**src/rtl/core/cidr_pkg.sv**
```systemverilog
// Shared types, constants and mask helper for the CIDR membership block.
// No dependencies; imported by every module under rtl/core.
package cidr_pkg;

  // Table geometry
  localparam int MAX_ENTRIES = 16;
  localparam int ENTRY_AW    = (MAX_ENTRIES > 1) ? $clog2(MAX_ENTRIES) : 1;
  localparam int CNT_W       = $clog2(MAX_ENTRIES + 1);

  // Queue depths (powers of two)
  localparam int CMDQ_DEPTH = 2;
  localparam int CQ_AW      = $clog2(CMDQ_DEPTH);
  localparam int CQ_CW      = $clog2(CMDQ_DEPTH + 1);
  localparam int RESQ_DEPTH = 4;
  localparam int RQ_AW      = $clog2(RESQ_DEPTH);
  localparam int RQ_CW      = $clog2(RESQ_DEPTH + 1);

  // Full prefix lengths per version
  localparam logic [7:0] V4_FULL_LEN = 8'd32;
  localparam logic [7:0] V6_FULL_LEN = 8'd128;

  // Opcodes
  localparam logic [1:0] OP_LOAD   = 2'd0;
  localparam logic [1:0] OP_CLEAR  = 2'd1;
  localparam logic [1:0] OP_LOOKUP = 2'd2;

  // Classified command from front end to back end
  typedef struct packed {
    logic [1:0]   op;
    logic         is_v6;
    logic [127:0] addr;
    logic [7:0]   len;
  } cmd_t;

  // One result transaction
  typedef struct packed {
    logic matched;
    logic status;
  } res_t;

  // Back-end status for checks at the top level
  typedef struct packed {
    logic [CNT_W-1:0] count;
    logic             s1_valid;
    logic [RQ_CW-1:0] resq_cnt;
  } bk_stat_t;

  // Build a 128-bit prefix mask; IPv4 masks live in bits 31..0.
  function automatic logic [127:0] prefix_mask(input logic is_v6, input logic [7:0] len);
    logic [127:0] m;
    for (int i = 0; i < 128; i++) begin
      if (is_v6) begin
        m[i] = (int'(len) + i) >= 128;
      end else begin
        m[i] = (i < 32) && ((int'(len) + i) >= 32);
      end
    end
    return m;
  endfunction

endpackage

```
**src/rtl/core/cidr_front.sv**
```systemverilog
// Front end: accepts input transactions, clamps the prefix, clears unused IPv4 bits and masks load addresses.
// Depends on cidr_pkg; feeds cidr_cmd_q.
module cidr_front
  import cidr_pkg::*;
(
  input  logic        in_push,
  output logic        in_full,
  input  logic [1:0]  in_opcode,
  input  logic        in_is_v6,
  input  logic [63:0] in_addr_hi,
  input  logic [63:0] in_addr_lo,
  input  logic [7:0]  in_prefix_len,
  input  logic        q_full,
  output logic        q_push,
  output cmd_t        q_cmd
);

  logic [7:0]   full_len;
  logic [7:0]   clamp_len;
  logic [127:0] canon_addr;

  // Accept whenever the command queue has room
  assign in_full = q_full;
  assign q_push  = in_push && !q_full;

  // Clamp prefix length to the version width
  assign full_len  = in_is_v6 ? V6_FULL_LEN : V4_FULL_LEN;
  assign clamp_len = (in_prefix_len > full_len) ? full_len : in_prefix_len;

  // Drop unused upper bits for IPv4
  assign canon_addr = in_is_v6 ? {in_addr_hi, in_addr_lo} : {96'd0, in_addr_lo[31:0]};

  // Mask stored ranges to their prefix
  always_comb begin
    q_cmd.op    = in_opcode;
    q_cmd.is_v6 = in_is_v6;
    q_cmd.len   = clamp_len;
    q_cmd.addr  = canon_addr;
    if (in_opcode == OP_LOAD) begin
      q_cmd.addr = canon_addr & prefix_mask(in_is_v6, clamp_len);
    end
  end

endmodule

```
**config.mk**
```make
export PLATFORM = sky130hd
export DESIGN_NAME = cidr_front
export DESIGN_NICKNAME = d
export VERILOG_FILES = /design/src/rtl/core/cidr_pkg.sv /design/src/rtl/core/cidr_front.sv
export SDC_FILE = /design/constraint.sdc
export NUM_CORES = 1
export LEC_CHECK = 0
export BUFFER_PORTS_ARGS = -buffer_cell sky130_fd_sc_hd__buf_2
export CAP_MARGIN = 10
export CORE_MARGIN = 2
export CORE_UTILIZATION = 42
export DETAILED_ROUTE_END_ITERATION = 10
export GPL_TIMING_DRIVEN = 1
export PLACE_DENSITY_LB_ADDON = 0.3
export SETUP_SLACK_MARGIN = 0.15
export SLEW_MARGIN = 20
export SYNTH_ARGS = -nofsm -noshare
export SYNTH_HDL_FRONTEND = slang
export SYNTH_SLANG_ARGS = --single-unit
```
**constraint.sdc**
```tcl
create_clock -name vclk -period 4.6
set_input_delay 0.46 -clock vclk [all_inputs]
set_output_delay 0.46 -clock vclk [all_outputs]
set_load 0.03 [all_outputs]
```
==> results.md <==
* Outcome: finished, final reports clean
* RD Place Congestion at 1.056
* Fin Setup TNS at 0 ns
* Type of the worst setup path: in2out
* Setup slack after placement at 0.4833 ns
* Post-CTS setup buffer count at 0
* Slew HR at 19.18%
* All-layer global routing usage at 47.95%
* Slew Limit Fails at 0
* IO buf count at 282
* Vias per cell at 6.943
* Dpl hpwl at 25.43 mm
* FF+latch area at 0 µm²
* Detailed-router iteration count before antenna repair at 6
* Seq Cell Count at 0
* Worst hold path type: in2out
* Area Overhead vs Synth at 31.86%
* Total grt overflow at 0
* Crit. End Element: output port
* Most frequent cells in the layout: buf_2, nand2_1, a21oi_1, o21ai_0, buf_4
* Row count at 41
* Post-CTS sizing at 0
* Uppermost layer routed: met4
* Commonest non-fill, non-tap cell in the layout: buf_2
* Clkbuf count at 0
* Max Cap Viol at 0
* Final WL at 36.03 mm
* Setup crit start kind: input pin
* CP peak stage delay at 0.46 ns
* Die Y at 118.5 µm
* CORE AREA at 0.01272 mm²
* Synth unique cells at 82
* Routed len/inst at 26.11 µm
* Final WS setup at 0.3511 ns
* Routed wl met2 at 14.83 mm
* Slew @ Worst Pin at 1.200 ns
* Pleak at 3.250 nW
* Cell Pwr Density at 159.1 mW/mm²
* Vias in the first global route at 8797
* Initial DRC Count at 1722
* Starting density of the core at 43.24%
* Slowest-stage cell, CP: a21boi_2
* Tmin final at 4.249 ns
* Pwr Total at 1.154 mW
* Setup Viol. Count Final at 0
* Hold Slack at 1.190 ns
* Req. time, crit path at 4.14 ns
* Global-route wire length before repair at 53.01 mm
* Synthesized cell area at 0.005502 mm²
* WHS Path Cells at 2
* DRC errors left at 0
* Synth Area per Inst at 5.648 µm²
* Syn Inst Count at 974
* Synthesis Warnings at 0
* Seq/Total Area, Yosys at 0%
* Die Span X at 118.5 µm
* Final hold vios at 0
* # nets final at 1355
* Fillers at 1379
* Initial antenna violation count at 1
* DIE AREA at 0.01403 mm²
* Met1 wire length at 12.96 mm
* Largest net degree at the start of global routing at 78
* Util after Layout at 57.02%
* Critical-path cell list: buf_4 > inv_1 > ha_1 > nand3b_1 > or3_1 > a21oi_2 > nor2_4 > buf_4 > inv_1 > ha_1 > a21boi_2 > o221ai_1 > a31oi_2 > buf_2
* FMAX at 0.2354 GHz
* WP data arrival at 3.79 ns
* Max VDD drop at 59.08 µV
* Syn nets at 1120
* RSZ-0062 raised after global routing: false
* CP Max Fanout at 9
* Met3 wire length at 5.523 mm
* Total number of vias at 9581
* I/O pins at 282
* Share of cells above drive strength 1 at 32.15%
* Routed Antenna Nets at 0
* Part of the cycle the worst path needs at 92.37%
* Hold_buf cts at 0
==> report_power, final <==
part	total (mW)	leakage, nW	internal (mW)	switching, mW
Sequential	0	0	0	0
Clock	0.0000000158	0.00000570	0.0000000157	0
Combinational	1.15	3.25	0.343	0.811
Total	1.15	3.25	0.343	0.811
==> area by class of cell <==
type / instances / area [µm²] / area share, %
multi-input cells: 842 / 5079 / 70.01
repair buffers: 344 / 1879 / 25.91
inverters: 21 / 78.83 / 1.087
diodes: 1 / 2.502 / 0.03449
well taps: 172 / 215.2 / 2.967
==> layer usage <==
layer | track usage, % | vias up
met3 | 14.09 | 222
li1 | - | 4095
met5 | 0 | -
met2 | 72.22 | 956
met4 | 28.94 | 0
met1 | 59.97 | 4308
==> per-stage QoR <==
step / instances / instance area (µm²)
after CTS: 1379 / 7252
after floorplan: 974 / 5640
final: 1380 / 7254
after global placement: 1379 / 7252
after detailed placement: 1379 / 7252
after global routing: 1379 / 7252
==> synth_stat cells, drive strengths merged, types with 3 or more instances <==
library cell | n | area share (%)
a2111oi | 9 | 1.5
a211o | 3 | 0.48
a211oi | 12 | 1.6
a21boi | 8 | 1.3
a21oi | 134 | 12
a221oi | 4 | 0.64
a311oi | 4 | 0.64
a31oi | 54 | 6.1
a41oi | 5 | 0.80
and2 | 8 | 0.91
and3 | 17 | 1.9
buf | 38 | 4.0
clkbuf | 73 | 5.0
clkinv | 3 | 0.20
ha | 5 | 1.1
inv | 18 | 1.2
mux2i | 16 | 2.9
nand2 | 156 | 11
nand2b | 5 | 0.57
nand3 | 33 | 3.1
nand4 | 12 | 1.4
nor2 | 62 | 4.4
nor2b | 11 | 1.3
nor3 | 35 | 3.5
nor4 | 8 | 0.91
o2111ai | 4 | 0.64
o211a | 7 | 1.3
o211ai | 8 | 1.1
o21a | 14 | 1.9
o21ai | 87 | 8.0
o221ai | 6 | 0.96
o22ai | 8 | 0.91
o311a | 9 | 1.6
o31a | 13 | 2.1
o31ai | 5 | 0.68
o32ai | 3 | 0.48
or2 | 4 | 0.45
or3 | 10 | 1.2
xnor2 | 29 | 4.6
==> worst paths after layout <==
check	from	slack, ns	to
worst max-delay path	in_is_v6	0.35	q_cmd[115]
worst min-delay path	q_full	1.19	in_full
==> worst max-delay path: cells and delay by family <==
| kind | cells | cell delay [ns] |
|---|---|---|
| AND/OR/NAND/NOR | 3 | 0.62 |
| adder cells (fa/ha/maj) | 2 | 0.75 |
| buffers and inverters | 5 | 0.83 |
| AO/OA/AOI/OAI | 4 | 1.13 |
==> logic make-up after synthesis <==
group,after synthesis,share of synthesized area [%]
AOI/OAI and AO/OA,417,48.37
and+or+nand+nor,373,32.16
buffers and inverters,132,10.44
xor gates and xnor gates,30,4.776
muxes,17,3.116
adders and majority gates,5,1.137
Note: power is estimated with default switching activity, not from simulation.
