[config.mk]
export PLATFORM = sky130hd
export DESIGN_NAME = cidr_cmd_q
export DESIGN_NICKNAME = d
export VERILOG_FILES = /design/src/rtl/core/cidr_pkg.sv /design/src/rtl/core/cidr_cmd_q.sv
export SDC_FILE = /design/constraint.sdc
export NUM_CORES = 1
export LEC_CHECK = 0
export ABC_AREA = 1
export ABC_CLOCK_PERIOD_IN_PS = 7550
export BUFFER_PORTS_ARGS = -buffer_cell sky130_fd_sc_hd__buf_4
export CAP_MARGIN = 15
export CORE_ASPECT_RATIO = 0.75
export CORE_MARGIN = 3
export CORE_UTILIZATION = 54
export CTS_BUF_LIST = sky130_fd_sc_hd__clkbuf_4
export CTS_CLUSTER_DIAMETER = 30
export CTS_CLUSTER_SIZE = 12
export DETAILED_ROUTE_END_ITERATION = 16
export PLACE_DENSITY_LB_ADDON = 0.1
export SLEW_MARGIN = 10
export SYNTH_ARGS = -nofsm -noshare
export SYNTH_HDL_FRONTEND = slang
export SYNTH_SLANG_ARGS = --single-unit
[constraint.sdc]
create_clock -name clk -period 7.55 [get_ports clk]
set_input_delay 0.3775 -clock clk [delete_from_list [all_inputs] [get_ports clk]]
set_output_delay 0.3775 -clock clk [all_outputs]
set_load 0.03 [all_outputs]
[src/rtl/core/cidr_pkg.sv]
// Shared types, constants and mask helper for the CIDR membership block.
// No dependencies; imported by every module under rtl/core.
package cidr_pkg;

  // Table geometry
  localparam int MAX_ENTRIES = 16;
  localparam int ENTRY_AW    = (MAX_ENTRIES > 1) ? $clog2(MAX_ENTRIES) : 1;
  localparam int CNT_W       = $clog2(MAX_ENTRIES + 1);

  // Queue depths (powers of two)
  localparam int CMDQ_DEPTH = 2;
  localparam int CQ_AW      = $clog2(CMDQ_DEPTH);
  localparam int CQ_CW      = $clog2(CMDQ_DEPTH + 1);
  localparam int RESQ_DEPTH = 4;
  localparam int RQ_AW      = $clog2(RESQ_DEPTH);
  localparam int RQ_CW      = $clog2(RESQ_DEPTH + 1);

  // Full prefix lengths per version
  localparam logic [7:0] V4_FULL_LEN = 8'd32;
  localparam logic [7:0] V6_FULL_LEN = 8'd128;

  // Opcodes
  localparam logic [1:0] OP_LOAD   = 2'd0;
  localparam logic [1:0] OP_CLEAR  = 2'd1;
  localparam logic [1:0] OP_LOOKUP = 2'd2;

  // Classified command from front end to back end
  typedef struct packed {
    logic [1:0]   op;
    logic         is_v6;
    logic [127:0] addr;
    logic [7:0]   len;
  } cmd_t;

  // One result transaction
  typedef struct packed {
    logic matched;
    logic status;
  } res_t;

  // Back-end status for checks at the top level
  typedef struct packed {
    logic [CNT_W-1:0] count;
    logic             s1_valid;
    logic [RQ_CW-1:0] resq_cnt;
  } bk_stat_t;

  // Build a 128-bit prefix mask; IPv4 masks live in bits 31..0.
  function automatic logic [127:0] prefix_mask(input logic is_v6, input logic [7:0] len);
    logic [127:0] m;
    for (int i = 0; i < 128; i++) begin
      if (is_v6) begin
        m[i] = (int'(len) + i) >= 128;
      end else begin
        m[i] = (i < 32) && ((int'(len) + i) >= 32);
      end
    end
    return m;
  endfunction

endpackage

[src/rtl/core/cidr_cmd_q.sv]
// Short command queue between front end and back end.
// Depends on cidr_pkg for cmd_t and depth constants.
module cidr_cmd_q
  import cidr_pkg::*;
(
  input  logic clk,
  input  logic rst_n,
  input  logic push,
  input  cmd_t din,
  output logic full,
  output logic valid,
  output cmd_t dout,
  input  logic pop
);

  cmd_t             mem_r [CMDQ_DEPTH];
  logic [CQ_AW-1:0] wr_ptr_r, wr_ptr_nxt;
  logic [CQ_AW-1:0] rd_ptr_r, rd_ptr_nxt;
  logic [CQ_CW-1:0] count_r, count_nxt;
  logic             do_push, do_pop;

  assign full    = (count_r == CQ_CW'(CMDQ_DEPTH));
  assign valid   = (count_r != '0);
  assign dout    = mem_r[rd_ptr_r];
  assign do_push = push && !full;
  assign do_pop  = pop && valid;

  // Advance pointers and occupancy
  always_comb begin
    wr_ptr_nxt = do_push ? wr_ptr_r + 1'b1 : wr_ptr_r;
    rd_ptr_nxt = do_pop ? rd_ptr_r + 1'b1 : rd_ptr_r;
    count_nxt  = count_r;
    if (do_push && !do_pop) begin
      count_nxt = count_r + 1'b1;
    end else if (do_pop && !do_push) begin
      count_nxt = count_r - 1'b1;
    end
  end

  always_ff @(posedge clk) begin
    if (!rst_n) begin
      wr_ptr_r <= '0;
      rd_ptr_r <= '0;
      count_r  <= '0;
    end else begin
      wr_ptr_r <= wr_ptr_nxt;
      rd_ptr_r <= rd_ptr_nxt;
      count_r  <= count_nxt;
    end
  end

  // Hold payload
  always_ff @(posedge clk) begin
    if (do_push) begin
      mem_r[wr_ptr_r] <= din;
    end
  end

endmodule

==> run metrics <==
Setup TNS 0 ns; Post-DP HPWL ~14,000 microns; clock latency on the worst-skew pair slightly above 0.6 ns; sequential cell area fraction in the yosys report 0.820; global-route usage over all layers 0.215; Required @ worst endpoint approximately 7 ns; ANT nets after route 0; syn nets ~610; Via Count between 5k and 6k; fill cell count around 1,000; Max Slew Vio Count 0; Max Clock Freq 281 MHz; TritonCTS clock tree yes; area grow syn2layout 42.5%; CORE AREA around 0.019 sq mm; headroom to the max-slew limit 0.317; Pwr Density between 300 and 400 mW/mm^2; initial antenna violation count 1; VDD IR max between 0.2 and 0.25 mV; CTS Buf Count 42; DP Worst Slack 4.58 ns; outcome finished clean; Multi-input gate area roughly 0.0017 sq mm; Resize count post-CTS 0; Fin Hold WS between 0.15 and 0.2 ns; # DRC 0; fin worst setup slack 4.00 ns; Tightest Pin Transition around 1 ns; clock tree buffer depth 3; Initial Utilization 0.554; Overall Power roughly 4.5 mW; via/cell ratio between 4 and 5; drt total wl roughly 23,000 microns; die area 0.0208 sq mm; Mapped Avg Cell Area 22.0 sq um; worst hold-check path type input pin to flop; most common cell after layout, fill and taps aside buf_4; Sink Count 283; gr ovfl total 0; synthesized area slightly above 0.01 sq mm; H-Tree Depth 2; first drt pass iteration count 4; Syn Inst Count about 470; largest net degree at the start of global routing between 70 and 80; first-pass GRT wire length around 34,000 microns; Avg WL per Cell about 19 microns; vias in the first global route approximately 6.5k; number of endpoints failing setup at the final stage 0; Top Ports 284; Worst setup SP type flop; Clock transition at path regs ~0.10 ns; MaxCap Viol Count 0; layout cell share with drive strength beyond 1 0.520; flops & latches, synth roughly 280; Netlist cell types 15; synth warn 0; Hold Violations, Final 0; Die Ht 126 microns; Die W 166 microns; CP Max Fanout 70; DR iter-0 viols roughly 330; Final #Nets between 1k and 1.5k; port bufs around 280; register area roughly 0.0085 sq mm; Placer Congestion 0.818; Crit. End Element output pin; most frequent cells in the layout buf_4, edfxtp_1, dlygate4sd3_1; Worst Clk Skew about 0.029 ns; FP Rows 43; CTS root buf clkbuf_4; Tmin final between 3 and 4 ns; post-CTS setup buffers 0; Layout Utilization 0.789; WS Path Type flop to output pin; WP data arrival ~3.2 ns; RSZ-0062 raised after global routing false; Final period util 0.471; Leakage 5.53 nW
==> timing repair <==
| item | 4_1_cts | 5_1_grt |
|---|---|---|
| endpoints found under the setup margin | 0 | 0 |
| hold buffers | 140 | 0 |
| endpoints found under the hold margin | 283 | 0 |
==> critical path, cell delays in order (launching register included) <==
cell and delay (ns):
dfxtp_4 0.98, buf_4 0.84, mux2_2 0.45, buf_4 0.18
==> sequential cells by signal, summed over array words and instances, names as in the netlist, named ones only <==
signal,count
mem_r,278
count_r,2
rd_ptr_r,1
wr_ptr_r,1
==> power breakdown <==
| part | leakage [nW] | internal [mW] | switching, mW | total [mW] |
|---|---|---|---|---|
| sequential | 2.63 | 1.99 | 0.0904 | 2.08 |
| combinational | 2.57 | 0.594 | 0.853 | 1.45 |
| clock | 0.325 | 0.459 | 0.555 | 1.01 |
==> area by class of cell <==
type	instances	share of cell area
Timing Repair Buffer	428	0.243
Inverter	8	0.00205
Sequential cell	283	0.576
Antenna cell	1	0.000170
Multi-Input combinational cell	163	0.115
Clock buffer	46	0.0235
Clock inverter	32	0.0195
Tap cell	247	0.0211
==> metal layers <==
| layer | vias up | track usage | wire length (microns) |
|---|---|---|---|
| li1 | 2786 | - | - |
| met1 | 2888 | 0.255 | 8680 |
| met2 | 251 | 0.379 | 11700 |
| met3 | 38 | 0.0694 | 1980 |
| met4 | 0 | 0.0611 | 468 |
| met5 | - | 0 | 0 |
==> synth_stat cells <==
| cell | instances | area (sq um) |
|---|---|---|
| o21a_1 | 1 | 7.51 |
| nor2_1 | 9 | 33.8 |
| nand3_1 | 1 | 5.00 |
| ha_1 | 1 | 12.5 |
| mux2_2 | 139 | 1570 |
| buf_6 | 11 | 124 |
| o21ai_0 | 3 | 15.0 |
| a21oi_1 | 1 | 5.00 |
| nand4_1 | 1 | 6.26 |
| buf_2 | 2 | 10.0 |
| nand2_1 | 7 | 26.3 |
| inv_1 | 8 | 30.0 |
| edfxtp_1 | 278 | 8350 |
| dfxtp_1 | 5 | 100 |
| buf_4 | 2 | 15.0 |
==> worst paths after layout <==
path                           start  slack, ns                      end  depth (start not counted)
max                             flop       4.00                 dout[23]                          3
min                              pop       0.18                     flop                          4
max reg2reg  count_r[0]$_SDFFE_PN0P_       4.56  mem_r[1][112]$_DFFE_PP_                          4
min reg2reg    rd_ptr_r$_SDFFE_PN0P_       0.52                     flop                          2
==> cells by family after synthesis <==
group	synth area share
flip-flops	0.820
adder cells (fa/ha/maj)	0.00121
buffers and inverters	0.0174
multiplexers	0.152
AND/OR/NAND/NOR	0.00692
AO/OA/AOI/OAI	0.00267
==> per-stage QoR <==
step                instances  instance area [sq um]
floorplan                 469                  10300
global placement          989                  12600
detailed placement        989                  12600
CTS                      1207                  14700
global route             1208                  14700
finish                   1208                  14700
(Power assumes the default switching activity.)
